===== src/sv/ulea_pkg.sv =====
package ulea_pkg;

  localparam int unsigned AVG_W  = 22;
  localparam int unsigned CPU_W  = 11;
  localparam int unsigned TICK_W = 64;
  localparam int unsigned PC_W   = 4;

  localparam logic [AVG_W-1:0] AVG_MAX = '1;

  // decay factors in Q11 for the one, five and fifteen minute averages
  localparam logic [10:0] DECAY_ONE_Q11     = 11'd1884;
  localparam logic [10:0] DECAY_FIVE_Q11    = 11'd2014;
  localparam logic [10:0] DECAY_FIFTEEN_Q11 = 11'd2037;

  localparam logic [PC_W-1:0] PC_WAIT  = 4'd0;
  localparam logic [PC_W-1:0] PC_DELTA = 4'd1;
  localparam logic [PC_W-1:0] PC_TOTAL = 4'd2;
  localparam logic [PC_W-1:0] PC_SHIFT = 4'd3;
  localparam logic [PC_W-1:0] PC_ADDK  = 4'd4;
  localparam logic [PC_W-1:0] PC_SAT   = 4'd5;
  localparam logic [PC_W-1:0] PC_OUT   = 4'd15;

  typedef enum logic [3:0] {
    OP_WAIT,
    OP_DELTA,
    OP_TOTAL,
    OP_SHIFT,
    OP_ADDK,
    OP_SAT,
    OP_MULC,
    OP_MULW,
    OP_WB,
    OP_OUT
  } ulea_op_e;

  typedef enum logic [2:0] {
    C_NONE,
    C_NO_START,
    C_NOT_PRIMED,
    C_DEN_ZERO,
    C_CNT_LEFT,
    C_OUT_BUSY
  } ulea_cond_e;

  typedef enum logic [1:0] {
    LANE_ONE,
    LANE_FIVE,
    LANE_FIFTEEN
  } ulea_lane_e;

  typedef struct packed {
    ulea_op_e          op;
    ulea_lane_e        lane;
    ulea_cond_e        cond;
    logic [PC_W-1:0]   target;
  } ulea_ctrl_t;

  typedef struct packed {
    logic start;
    logic primed;
    logic den_zero;
    logic cnt_left;
    logic out_busy;
  } ulea_status_t;

  // microprogram, one control word per step; the last step wraps to the wait step
  function automatic ulea_ctrl_t ulea_rom(input logic [PC_W-1:0] pc);
    ulea_ctrl_t w;
    w = '{op: OP_OUT, lane: LANE_ONE, cond: C_NONE, target: PC_WAIT};
    unique case (pc)
      4'd0:  w = '{op: OP_WAIT,  lane: LANE_ONE,     cond: C_NO_START,   target: PC_WAIT};
      4'd1:  w = '{op: OP_DELTA, lane: LANE_ONE,     cond: C_NOT_PRIMED, target: PC_OUT};
      4'd2:  w = '{op: OP_TOTAL, lane: LANE_ONE,     cond: C_DEN_ZERO,   target: PC_SAT};
      4'd3:  w = '{op: OP_SHIFT, lane: LANE_ONE,     cond: C_NONE,       target: PC_WAIT};
      4'd4:  w = '{op: OP_ADDK,  lane: LANE_ONE,     cond: C_CNT_LEFT,   target: PC_SHIFT};
      4'd5:  w = '{op: OP_SAT,   lane: LANE_ONE,     cond: C_NONE,       target: PC_WAIT};
      4'd6:  w = '{op: OP_MULC,  lane: LANE_ONE,     cond: C_NONE,       target: PC_WAIT};
      4'd7:  w = '{op: OP_MULW,  lane: LANE_ONE,     cond: C_NONE,       target: PC_WAIT};
      4'd8:  w = '{op: OP_WB,    lane: LANE_ONE,     cond: C_NONE,       target: PC_WAIT};
      4'd9:  w = '{op: OP_MULC,  lane: LANE_FIVE,    cond: C_NONE,       target: PC_WAIT};
      4'd10: w = '{op: OP_MULW,  lane: LANE_FIVE,    cond: C_NONE,       target: PC_WAIT};
      4'd11: w = '{op: OP_WB,    lane: LANE_FIVE,    cond: C_NONE,       target: PC_WAIT};
      4'd12: w = '{op: OP_MULC,  lane: LANE_FIFTEEN, cond: C_NONE,       target: PC_WAIT};
      4'd13: w = '{op: OP_MULW,  lane: LANE_FIFTEEN, cond: C_NONE,       target: PC_WAIT};
      4'd14: w = '{op: OP_WB,    lane: LANE_FIFTEEN, cond: C_NONE,       target: PC_WAIT};
      4'd15: w = '{op: OP_OUT,   lane: LANE_ONE,     cond: C_OUT_BUSY,   target: PC_OUT};
      default: w = '{op: OP_OUT, lane: LANE_ONE, cond: C_NONE, target: PC_WAIT};
    endcase
    return w;
  endfunction

endpackage


===== src/sv/ulea_if.sv =====
interface ulea_cfg_if;
  import ulea_pkg::*;
  logic             valid;
  logic             ready;
  logic [CPU_W-1:0] cpu_count;

  modport source (output valid, output cpu_count, input ready);
  modport sink   (input valid, input cpu_count, output ready);
endinterface

interface ulea_sample_if;
  import ulea_pkg::*;
  logic              valid;
  logic              ready;
  logic [TICK_W-1:0] busy_ticks;
  logic [TICK_W-1:0] idle_ticks;

  modport source (output valid, output busy_ticks, output idle_ticks, input ready);
  modport sink   (input valid, input busy_ticks, input idle_ticks, output ready);
endinterface

interface ulea_result_if;
  import ulea_pkg::*;
  logic             valid;
  logic             ready;
  logic [AVG_W-1:0] load_one_min;
  logic [AVG_W-1:0] load_five_min;
  logic [AVG_W-1:0] load_fifteen_min;
  logic             updated;

  modport source (output valid, output load_one_min, output load_five_min,
                  output load_fifteen_min, output updated, input ready);
  modport sink   (input valid, input load_one_min, input load_five_min,
                  input load_fifteen_min, input updated, output ready);
endinterface


===== src/sv/ulea_seq.sv =====
module ulea_seq
  import ulea_pkg::*;
(
  input  logic         clk_i,
  input  logic         rst_ni,
  input  ulea_status_t status_i,
  output ulea_ctrl_t   ctrl_o
);

  logic [PC_W-1:0] pc_q, pc_d;
  logic            take;

  assign ctrl_o = ulea_rom(pc_q);

  always_comb begin
    unique case (ctrl_o.cond)
      C_NONE:       take = 1'b0;
      C_NO_START:   take = !status_i.start;
      C_NOT_PRIMED: take = !status_i.primed;
      C_DEN_ZERO:   take = status_i.den_zero;
      C_CNT_LEFT:   take = status_i.cnt_left;
      C_OUT_BUSY:   take = status_i.out_busy;
      default:      take = 1'b0;
    endcase
    pc_d = take ? ctrl_o.target : pc_q + PC_W'(1);
  end

  always_ff @(posedge clk_i or negedge rst_ni) begin
    if (!rst_ni) begin
      pc_q <= PC_WAIT;
    end else begin
      pc_q <= pc_d;
    end
  end

endmodule


===== src/sv/utilization_load_average_ewma_top.sv =====
// channel   | dir | modport | word
// ----------+-----+---------+-------------------------------------------------
// cfg_i     | in  | sink    | cpu_count (11 bits), always ready
// sample_i  | in  | sink    | busy_ticks, idle_ticks (64 bits each, cumulative)
// result_o  | out | source  | load_one_min/five/fifteen (22 bits Q), updated
//
// an accepted sample passes the delta, total, divide (a shift and an add step
// per quotient bit, 11+FRAC_BITS bits), saturate, fold and output steps; a new
// sample is taken at the wait step after output; a priming sample goes from
// delta straight to output, and a zero tick total skips the divide loop
// reset clears the stored totals, the averages and the primed flag, and
// sets cpu_count to 1; no clearing pass is needed
// a result that is not taken holds the sequencer at its output step, but the
// result register lets the next sample in as soon as that step is passed
module utilization_load_average_ewma_top
  import ulea_pkg::*;
#(
  parameter int unsigned FRAC_BITS = 11
) (
  input  logic                 clk_i,
  input  logic                 rst_ni,
  ulea_cfg_if.sink             cfg_i,
  ulea_sample_if.sink          sample_i,
  ulea_result_if.source        result_o
);

  // width of the load scale k = cpu_count << FRAC_BITS, also the quotient width
  localparam int unsigned KW = CPU_W + FRAC_BITS;
  localparam int unsigned CW = $clog2(KW);
  // remainder holds up to twice the 65-bit divisor
  localparam int unsigned RW = TICK_W + 2;
  localparam int unsigned DW = TICK_W + 1;
  localparam int unsigned BW = FRAC_BITS + 1;
  localparam int unsigned AW = AVG_W + BW;

  // decay factors rescaled from Q11 to the chosen fraction width
  localparam logic [BW-1:0] C_ONE =
    BW'((32'(DECAY_ONE_Q11) << FRAC_BITS) >> 11);
  localparam logic [BW-1:0] C_FIVE =
    BW'((32'(DECAY_FIVE_Q11) << FRAC_BITS) >> 11);
  localparam logic [BW-1:0] C_FIFTEEN =
    BW'((32'(DECAY_FIFTEEN_Q11) << FRAC_BITS) >> 11);
  localparam logic [BW-1:0] SCALE = BW'(1) << FRAC_BITS;

  ulea_ctrl_t   ctrl;
  ulea_status_t status;

  // configuration and architectural state
  logic [CPU_W-1:0]  cpu_q;
  logic [TICK_W-1:0] prev_busy_q, prev_idle_q;
  logic              primed_q;
  logic [AVG_W-1:0]  avg_one_q, avg_five_q, avg_fifteen_q;

  // working registers
  logic [TICK_W-1:0] busy_q, idle_q;
  logic [TICK_W-1:0] dbusy_q, didle_q;
  logic [DW-1:0]     den_q;
  logic [RW-1:0]     r_q;
  logic [KW-1:0]     q_q;
  logic [CW-1:0]     cnt_q;
  logic [AVG_W-1:0]  load_q;
  logic [AW-1:0]     acc_q;
  logic              upd_q;

  // result register
  logic              res_valid_q;
  logic [AVG_W-1:0]  res_one_q, res_five_q, res_fifteen_q;
  logic              res_upd_q;

  logic              out_busy;
  logic [DW-1:0]     den_sum;
  logic [KW-1:0]     k_w;
  logic              kbit;
  logic [RW-1:0]     t_sh, t_add, den_ext;
  logic              ge_sh, ge_add;
  logic [31:0]       q_ext;
  logic [BW-1:0]     c_sel, w_sel, mul_b;
  logic [AVG_W-1:0]  avg_sel, mul_a;
  logic [AW-1:0]     prod;

  assign cfg_i.ready    = 1'b1;
  assign sample_i.ready = (ctrl.op == OP_WAIT);

  assign out_busy = res_valid_q && !result_o.ready;

  assign status = '{
    start:    sample_i.valid,
    primed:   primed_q,
    den_zero: (den_sum == '0),
    cnt_left: (cnt_q != '0),
    out_busy: out_busy
  };

  ulea_seq u_seq (
    .clk_i    (clk_i),
    .rst_ni   (rst_ni),
    .status_i (status),
    .ctrl_o   (ctrl)
  );

  // divide datapath: one compare-subtract per step
  assign den_sum = {1'b0, dbusy_q} + {1'b0, didle_q};
  assign k_w     = {cpu_q, FRAC_BITS'(0)};
  assign kbit    = k_w[cnt_q];
  assign den_ext = {1'b0, den_q};
  assign t_sh    = {r_q[RW-2:0], 1'b0};
  assign ge_sh   = (t_sh >= den_ext);
  assign t_add   = r_q + {2'b00, dbusy_q};
  assign ge_add  = (t_add >= den_ext);
  assign q_ext   = 32'(q_q);

  // one shared multiplier for the three folds
  always_comb begin
    unique case (ctrl.lane)
      LANE_ONE: begin
        c_sel   = C_ONE;
        avg_sel = avg_one_q;
      end
      LANE_FIVE: begin
        c_sel   = C_FIVE;
        avg_sel = avg_five_q;
      end
      LANE_FIFTEEN: begin
        c_sel   = C_FIFTEEN;
        avg_sel = avg_fifteen_q;
      end
      default: begin
        c_sel   = '0;
        avg_sel = '0;
      end
    endcase
    w_sel = SCALE - c_sel;
    mul_a = (ctrl.op == OP_MULC) ? avg_sel : load_q;
    mul_b = (ctrl.op == OP_MULC) ? c_sel : w_sel;
    prod  = AW'(mul_a) * AW'(mul_b);
  end

  // control and architectural state
  always_ff @(posedge clk_i or negedge rst_ni) begin
    if (!rst_ni) begin
      cpu_q         <= CPU_W'(1);
      prev_busy_q   <= '0;
      prev_idle_q   <= '0;
      primed_q      <= 1'b0;
      avg_one_q     <= '0;
      avg_five_q    <= '0;
      avg_fifteen_q <= '0;
      res_valid_q   <= 1'b0;
    end else begin
      if (cfg_i.valid) begin
        cpu_q <= cfg_i.cpu_count;
      end
      if (ctrl.op == OP_DELTA) begin
        prev_busy_q <= busy_q;
        prev_idle_q <= idle_q;
        primed_q    <= 1'b1;
      end
      if (ctrl.op == OP_WB) begin
        unique case (ctrl.lane)
          LANE_ONE:     avg_one_q     <= acc_q[FRAC_BITS +: AVG_W];
          LANE_FIVE:    avg_five_q    <= acc_q[FRAC_BITS +: AVG_W];
          LANE_FIFTEEN: avg_fifteen_q <= acc_q[FRAC_BITS +: AVG_W];
          default: ;
        endcase
      end
      if (ctrl.op == OP_OUT && !out_busy) begin
        res_valid_q <= 1'b1;
      end else if (result_o.ready) begin
        res_valid_q <= 1'b0;
      end
    end
  end

  // working registers, no reset needed
  always_ff @(posedge clk_i) begin
    unique case (ctrl.op)
      OP_WAIT: begin
        if (sample_i.valid) begin
          busy_q <= sample_i.busy_ticks;
          idle_q <= sample_i.idle_ticks;
        end
      end
      OP_DELTA: begin
        dbusy_q <= busy_q - prev_busy_q;
        didle_q <= idle_q - prev_idle_q;
        upd_q   <= primed_q;
      end
      OP_TOTAL: begin
        den_q <= den_sum;
        r_q   <= '0;
        q_q   <= '0;
        cnt_q <= CW'(KW - 1);
      end
      OP_SHIFT: begin
        r_q <= ge_sh ? t_sh - den_ext : t_sh;
        q_q <= {q_q[KW-2:0], ge_sh};
      end
      OP_ADDK: begin
        if (kbit) begin
          r_q <= ge_add ? t_add - den_ext : t_add;
          q_q <= q_q + KW'(ge_add);
        end
        cnt_q <= cnt_q - CW'(1);
      end
      OP_SAT: begin
        load_q <= (q_ext > 32'(AVG_MAX)) ? AVG_MAX : q_ext[AVG_W-1:0];
      end
      OP_MULC: begin
        acc_q <= prod;
      end
      OP_MULW: begin
        acc_q <= acc_q + prod;
      end
      OP_WB: ;
      OP_OUT: begin
        if (!out_busy) begin
          res_one_q     <= avg_one_q;
          res_five_q    <= avg_five_q;
          res_fifteen_q <= avg_fifteen_q;
          res_upd_q     <= upd_q;
        end
      end
      default: ;
    endcase
  end

  assign result_o.valid            = res_valid_q;
  assign result_o.load_one_min     = res_one_q;
  assign result_o.load_five_min    = res_five_q;
  assign result_o.load_fifteen_min = res_fifteen_q;
  assign result_o.updated          = res_upd_q;

  // remainder stays below the divisor throughout the divide loop
  a_rem_below_den: assert property (@(posedge clk_i) disable iff (!rst_ni)
    (ctrl.op == OP_SHIFT || ctrl.op == OP_ADDK) |-> (r_q < den_ext))
    else $error("divide remainder not below divisor");

  // an accepted sample goes straight on to the delta step
  a_accept_to_delta: assert property (@(posedge clk_i) disable iff (!rst_ni)
    (sample_i.valid && sample_i.ready) |=> (ctrl.op == OP_DELTA))
    else $error("accepted sample not followed by delta step");

  // an updated result can only follow a primed state
  a_updated_primed: assert property (@(posedge clk_i) disable iff (!rst_ni)
    (result_o.valid && result_o.updated) |-> primed_q)
    else $error("updated result without priming sample");

  // result register is loaded only from the output step
  a_result_load: assert property (@(posedge clk_i) disable iff (!rst_ni)
    $rose(res_valid_q) |-> ($past(ctrl.op) == OP_OUT))
    else $error("result loaded outside the output step");

endmodule


===== src/flat_wrapper.sv =====
// flat-port wrapper written by rule: the top's interface ports become plain ports
module utilization_load_average_ewma_top_flat import ulea_pkg::*;
#(
  parameter int unsigned FRAC_BITS = 11
)
  (clk_i, rst_ni, cfg_i_valid, cfg_i_cpu_count, cfg_i_ready, sample_i_valid, sample_i_busy_ticks, sample_i_idle_ticks, sample_i_ready, result_o_valid, result_o_load_one_min, result_o_load_five_min, result_o_load_fifteen_min, result_o_updated, result_o_ready);
  ulea_cfg_if cfg_i_i ();
  ulea_sample_if sample_i_i ();
  ulea_result_if result_o_i ();
  input  logic clk_i;
  input  logic rst_ni;
  input wire logic [$bits(cfg_i_i.valid)-1:0] cfg_i_valid;
  input wire logic [$bits(cfg_i_i.cpu_count)-1:0] cfg_i_cpu_count;
  output wire logic [$bits(cfg_i_i.ready)-1:0] cfg_i_ready;
  input wire logic [$bits(sample_i_i.valid)-1:0] sample_i_valid;
  input wire logic [$bits(sample_i_i.busy_ticks)-1:0] sample_i_busy_ticks;
  input wire logic [$bits(sample_i_i.idle_ticks)-1:0] sample_i_idle_ticks;
  output wire logic [$bits(sample_i_i.ready)-1:0] sample_i_ready;
  output wire logic [$bits(result_o_i.valid)-1:0] result_o_valid;
  output wire logic [$bits(result_o_i.load_one_min)-1:0] result_o_load_one_min;
  output wire logic [$bits(result_o_i.load_five_min)-1:0] result_o_load_five_min;
  output wire logic [$bits(result_o_i.load_fifteen_min)-1:0] result_o_load_fifteen_min;
  output wire logic [$bits(result_o_i.updated)-1:0] result_o_updated;
  input wire logic [$bits(result_o_i.ready)-1:0] result_o_ready;
  assign cfg_i_i.valid = cfg_i_valid;
  assign cfg_i_i.cpu_count = cfg_i_cpu_count;
  assign cfg_i_ready = cfg_i_i.ready;
  assign sample_i_i.valid = sample_i_valid;
  assign sample_i_i.busy_ticks = sample_i_busy_ticks;
  assign sample_i_i.idle_ticks = sample_i_idle_ticks;
  assign sample_i_ready = sample_i_i.ready;
  assign result_o_valid = result_o_i.valid;
  assign result_o_load_one_min = result_o_i.load_one_min;
  assign result_o_load_five_min = result_o_i.load_five_min;
  assign result_o_load_fifteen_min = result_o_i.load_fifteen_min;
  assign result_o_updated = result_o_i.updated;
  assign result_o_i.ready = result_o_ready;
  utilization_load_average_ewma_top #(.FRAC_BITS(FRAC_BITS)) u_core (.clk_i(clk_i), .rst_ni(rst_ni), .cfg_i(cfg_i_i), .sample_i(sample_i_i), .result_o(result_o_i));
endmodule

===== config.mk =====
export PLATFORM = sky130hd
export DESIGN_NAME = utilization_load_average_ewma_top_flat
export DESIGN_NICKNAME = d
export VERILOG_FILES = /design/src/sv/ulea_pkg.sv /design/src/sv/ulea_if.sv /design/src/sv/ulea_seq.sv /design/src/sv/utilization_load_average_ewma_top.sv /design/src/flat_wrapper.sv
export SDC_FILE = /design/constraint.sdc
export NUM_CORES = 2
export LEC_CHECK = 0
export ABC_AREA = 1
export BUFFER_PORTS_ARGS = -buffer_cell sky130_fd_sc_hd__buf_2
export CORE_MARGIN = 2
export CORE_UTILIZATION = 35
export CTS_BUF_LIST = sky130_fd_sc_hd__clkbuf_2 sky130_fd_sc_hd__clkbuf_4 sky130_fd_sc_hd__clkbuf_8
export CTS_CLUSTER_SIZE = 12
export DETAILED_ROUTE_END_ITERATION = 7
export SLEW_MARGIN = 20
export SYNTH_ARGS = -nofsm -noshare
export SYNTH_HDL_FRONTEND = slang
export SYNTH_SLANG_ARGS = --single-unit

===== constraint.sdc =====
create_clock -name clk_i -period 17.1 [get_ports clk_i]
set_input_delay 4.275 -clock clk_i [delete_from_list [all_inputs] [get_ports clk_i]]
set_output_delay 4.275 -clock clk_i [all_outputs]
set_load 0.005 [all_outputs]

==> impl_results.html <==
<table>
<tr><th>Metric</th><th>Value</th></tr>
<tr><th colspan="2">STA</th></tr>
<tr><td>Part of the cycle the worst path needs</td><td>0.638</td></tr>
<tr><td>Number of hold violations in the final report</td><td>0</td></tr>
<tr><td>Final setup fails</td><td>0</td></tr>
<tr><td>Worst path setup slack after routing</td><td>around 6.2 ns</td></tr>
<tr><td>Post-layout min period</td><td>between 10 and 15 ns</td></tr>
<tr><td>Transition time of the tightest slew-check pin</td><td>1.11 ns</td></tr>
<tr><td>Clock Skew</td><td>0.0776 ns</td></tr>
<tr><td>Upper clock frequency limit</td><td>91.6 MHz</td></tr>
<tr><td>Unrepaired setup endpoints after global routing</td><td>false</td></tr>
<tr><td>TNS Setup</td><td>0 ns</td></tr>
<tr><td>Relative slew slack</td><td>0.260</td></tr>
<tr><td>Number of max-slew violations in the final report</td><td>0</td></tr>
<tr><th colspan="2">Setup path</th></tr>
<tr><td>Biggest fanout along the worst timing path</td><td>34</td></tr>
<tr><td>Cell repeated most along the worst path</td><td>nand2_1</td></tr>
<tr><td>Category of the most critical setup path</td><td>register to register</td></tr>
<tr><td>CP Launch Type</td><td>register</td></tr>
<tr><td>Cell with the biggest individual delay on the critical path</td><td>nor2_4</td></tr>
<tr><td>Maximum cell stage delay along the critical path</td><td>around 0.60 ns</td></tr>
<tr><td>Worst endpoint required time</td><td>17.74 ns</td></tr>
<tr><td>Capturing element type of the critical path</td><td>register</td></tr>
<tr><td>Data arrival time of the critical path</td><td>roughly 12 ns</td></tr>
<tr><td>Worst r2r path cells</td><td>38</td></tr>
<tr><th colspan="2">Global routing</th></tr>
<tr><td>Antenna violations before repair</td><td>4</td></tr>
<tr><td>Total routing usage reported by global routing</td><td>0.254</td></tr>
<tr><td>Vias in the first global route</td><td>58708</td></tr>
<tr><td>Gr ovfl total</td><td>0</td></tr>
<tr><td>Largest net degree at the start of global routing</td><td>approximately 230</td></tr>
<tr><td>First-pass GRT wire length</td><td>359000 um</td></tr>
<tr><th colspan="2">Layout</th></tr>
<tr><td>NumNets Final</td><td>9693</td></tr>
<tr><td>Layout cell share with drive strength beyond 1</td><td>0.0624</td></tr>
<tr><td>Layout Area Growth over Synthesis</td><td>10.7%</td></tr>
<tr><th colspan="2">Clock network</th></tr>
<tr><td>Clock Latency Late Sink</td><td>around 0.96 ns</td></tr>
<tr><td>Max Root-Sink Buffers</td><td>3</td></tr>
<tr><td>Quantity of gates resized following cts</td><td>0</td></tr>
<tr><td>Reg clk slew, reported paths</td><td>0.07 ns</td></tr>
<tr><td>CTS Hold Bufs</td><td>0</td></tr>
<tr><td>Total CTS buffers</td><td>144</td></tr>
<tr><td>Number of post-CTS setup repair buffers</td><td>0</td></tr>
<tr><td>Clock tree from TritonCTS</td><td>done</td></tr>
<tr><td>CTS Sinks</td><td>748</td></tr>
<tr><td>Number of levels the H-tree was split into</td><td>4</td></tr>
<tr><td>Root buffer cell</td><td>clkbuf_8</td></tr>
<tr><th colspan="2">Routing</th></tr>
<tr><td>Total number of vias</td><td>58926</td></tr>
<tr><td>Final Routed Wirelength</td><td>approximately 240000 um</td></tr>
<tr><td>Number of violations reported at the end of detailed-routing iteration 0</td><td>roughly 5000</td></tr>
<tr><td>Met2 routed WL</td><td>114000 um</td></tr>
<tr><td>Highest layer used for signal routing</td><td>met5</td></tr>
<tr><td>Drc violations</td><td>0</td></tr>
<tr><td>Length of the first detailed-routing pass in iterations</td><td>6</td></tr>
<tr><td>Antenna viol nets, final</td><td>0</td></tr>
<tr><td>Routed length on met3</td><td>approximately 13000 um</td></tr>
<tr><td>Average detailed-routed wire length per instance</td><td>21.0 um</td></tr>
<tr><td>DRT met1 WL</td><td>slightly below 100000 um</td></tr>
<tr><td>Mean number of vias per cell</td><td>5.16</td></tr>
<tr><th colspan="2">Logic synthesis</th></tr>
<tr><td>Primary flip-flop cell chosen by synthesis mapping</td><td>edfxtp_1</td></tr>
<tr><td>Post-synthesis net count</td><td>9443</td></tr>
<tr><td>Sequential area share after synthesis</td><td>0.332</td></tr>
<tr><td>Number of enable-type register cells in the synthesized netlist</td><td>between 500 and 600</td></tr>
<tr><td>Synthesized instance count</td><td>8591</td></tr>
<tr><td>Async set-reset flop share out of synthesis</td><td>0.282</td></tr>
<tr><td>Mapped cell area</td><td>approximately 65000 sq um</td></tr>
<tr><td>Warning count from the yosys run</td><td>0</td></tr>
<tr><td>Distinct cells, synth</td><td>63</td></tr>
<tr><td>Synthesis-stage register bit count</td><td>748</td></tr>
<tr><td>Mean area per synthesized cell</td><td>7.51 sq um</td></tr>
<tr><th colspan="2">Run status</th></tr>
<tr><td>Run status</td><td>finished, final reports clean</td></tr>
<tr><th colspan="2">Placement</th></tr>
<tr><td>Pre-CTS worst setup slack</td><td>about 6.2 ns</td></tr>
<tr><td>Final weighted congestion of routability-driven global placement</td><td>1.09</td></tr>
<tr><td>Detailed Place HPWL</td><td>200000 um</td></tr>
<tr><td>Buffers added on ports</td><td>212</td></tr>
<tr><th colspan="2">Worst hold path</th></tr>
<tr><td>Hold Path Cell Cnt</td><td>0</td></tr>
<tr><td>Tightest Hold Check Type</td><td>register to register</td></tr>
<tr><th colspan="2">Die</th></tr>
<tr><td>Die height</td><td>433 um</td></tr>
<tr><td>Core Region</td><td>183000 sq um</td></tr>
<tr><td>Die span in x</td><td>433 um</td></tr>
<tr><td>Num ports</td><td>214</td></tr>
<tr><td>Core Rows</td><td>approximately 160</td></tr>
<tr><td>Die outline area</td><td>188000 sq um</td></tr>
<tr><td>Initial standard-cell utilization of the core</td><td>0.352</td></tr>
<tr><th colspan="2">Job</th></tr>
<tr><td>Max Cap Violations</td><td>0</td></tr>
</table>
[synthesized netlist by cell type (all sizes together) (2+ instances only)]
library cell | count | share of area
a31oi | 95 | 0.0092
nor2 | 833 | 0.049
o221ai | 4 | 0.00054
and2 | 5 | 0.00048
nor4 | 26 | 0.0028
inv | 1468 | 0.085
and3 | 3 | 0.00029
nand3 | 292 | 0.023
o21ai | 704 | 0.055
o31ai | 4 | 0.00047
o211ai | 37 | 0.0043
edfxtp | 537 | 0.25
buf | 32 | 0.0035
or2 | 8 | 0.00078
a21oi | 673 | 0.052
nand3b | 24 | 0.0028
mux2 | 6 | 0.0010
nor3 | 83 | 0.0066
clkinv | 3 | 0.00017
clkbuf | 111 | 0.0065
o32ai | 6 | 0.00081
a2111oi | 3 | 0.00041
a221oi | 12 | 0.0016
o21bai | 36 | 0.0042
nand4 | 74 | 0.0072
nor3b | 2 | 0.00023
nand2 | 2069 | 0.12
a21o | 44 | 0.0051
ha | 502 | 0.097
o211a | 2 | 0.00031
o22ai | 7 | 0.00068
xor2 | 197 | 0.027
fa | 206 | 0.064
xnor2 | 169 | 0.023
a21boi | 40 | 0.0047
dfrtp | 210 | 0.081
o21a | 42 | 0.0049
o2111ai | 8 | 0.0011
a211oi | 4 | 0.00047
[cells by family after synthesis]
family          after synthesis  synth area share
compound gates             1729             0.147
xor+xnor                    366            0.0498
fa+ha+maj                   708             0.161
buf+inv                    1614            0.0955
flops                       748             0.332
mux                           6           0.00105
other cells                   1         0.0000581
simple gates               3419             0.213
[stage by stage]
stage / hold WS [ns] / utilization / cell area, sq um / cells
2_1_floorplan: 0.400 / - / 64500 / 8591
5_1_grt: 0.454 / 0.390 / 71500 / 11423
3_3_place_gp: 0.456 / 0.373 / 68400 / 11158
4_1_cts: 0.426 / 0.390 / 71400 / 11421
3_5_place_dp: 0.459 / 0.374 / 68400 / 11159
6_report: 0.448 / 0.390 / 71500 / 11424
[path summary, 6_finish.rpt]
path,from,to,slack (ns)
max,u_core.u_seq.pc_q[1],u_core.acc_q[28],6.19
min,u_core.q_q[12],u_core.load_q[12],0.45
max reg2reg,u_core.u_seq.pc_q[1],u_core.acc_q[28],6.19
min reg2reg,u_core.q_q[12],u_core.load_q[12],0.45
max in group asynchronous,rst_ni,u_core.avg_five_q[19],11.17
min in group asynchronous,rst_ni,u_core.prev_busy_q[42],3.31
[layout make-up]
cell class | instances | area [sq um]
antenna | 3 | 7.51
clock buffer | 203 | 2510
clock inverter | 59 | 552
fill | 19303 | 112000
inverter | 1471 | 5530
multi-input combinational | 6229 | 37000
sequential | 748 | 21400
tap | 2464 | 3080
timing repair buffer | 247 | 1360
[layer usage]
metal  vias up  global-route usage
met4         2               0.148
met1     27800               0.307
met5         -                   0
met3       521              0.0337
li1      28637                   -
met2      1966               0.433
[worst max-delay path, delay by kind of cell (launching register included)]
| kind | cells | cell delay (ns) |
|---|---|---|
| buf+inv | 8 | 1.29 |
| flops | 1 | 0.43 |
| xor+xnor | 1 | 0.43 |
| simple gates | 13 | 2.45 |
| compound gates | 8 | 2.39 |
| fa+ha+maj | 8 | 3.59 |
[registers in the layout, indices dropped and copies added (netlist names), 4 cells and up]
signal,count
u_core.u_seq.pc_q,4
u_core.idle_q,64
u_core.avg_fifteen_q,22
u_core.den_q,65
u_core.dbusy_q,64
u_core.avg_one_q,22
u_core.prev_idle_q,64
u_core.cnt_q,5
u_core.load_q,22
u_core.didle_q,64
u_core.busy_q,64
u_core.avg_five_q,22
u_core.q_q,22
u_core.result_o.load_fifteen_min,22
u_core.result_o.load_one_min,22
u_core.cpu_q,11
u_core.acc_q,33
u_core.result_o.load_five_min,22
u_core.prev_busy_q,64
u_core.r_q,66
[cells in the final DEF, fill, tap and decap left out, drive strengths merged, types with 7 or more instances in the layout]
cell | Yosys | layout
a21boi | 40 | 40
a21o | 44 | 44
a21oi | 673 | 673
a221oi | 12 | 12
a31oi | 95 | 95
buf | 32 | 247
bufinv | 0 | 7
clkbuf | 111 | 203
clkinv | 3 | 37
clkinvlp | 0 | 9
dfrtp | 210 | 210
edfxtp | 537 | 537
fa | 206 | 206
ha | 502 | 502
inv | 1468 | 1477
nand2 | 2069 | 2069
nand3 | 292 | 292
nand3b | 24 | 24
nand4 | 74 | 74
nor2 | 833 | 833
nor3 | 83 | 83
nor4 | 26 | 26
o2111ai | 8 | 8
o211ai | 37 | 37
o21a | 42 | 42
o21ai | 704 | 704
o21bai | 36 | 36
o22ai | 7 | 7
or2 | 8 | 8
xnor2 | 169 | 169
xor2 | 197 | 197
Power is not shown: default switching activity piles up to over one toggle a cycle in this logic, so the estimate is an artifact.
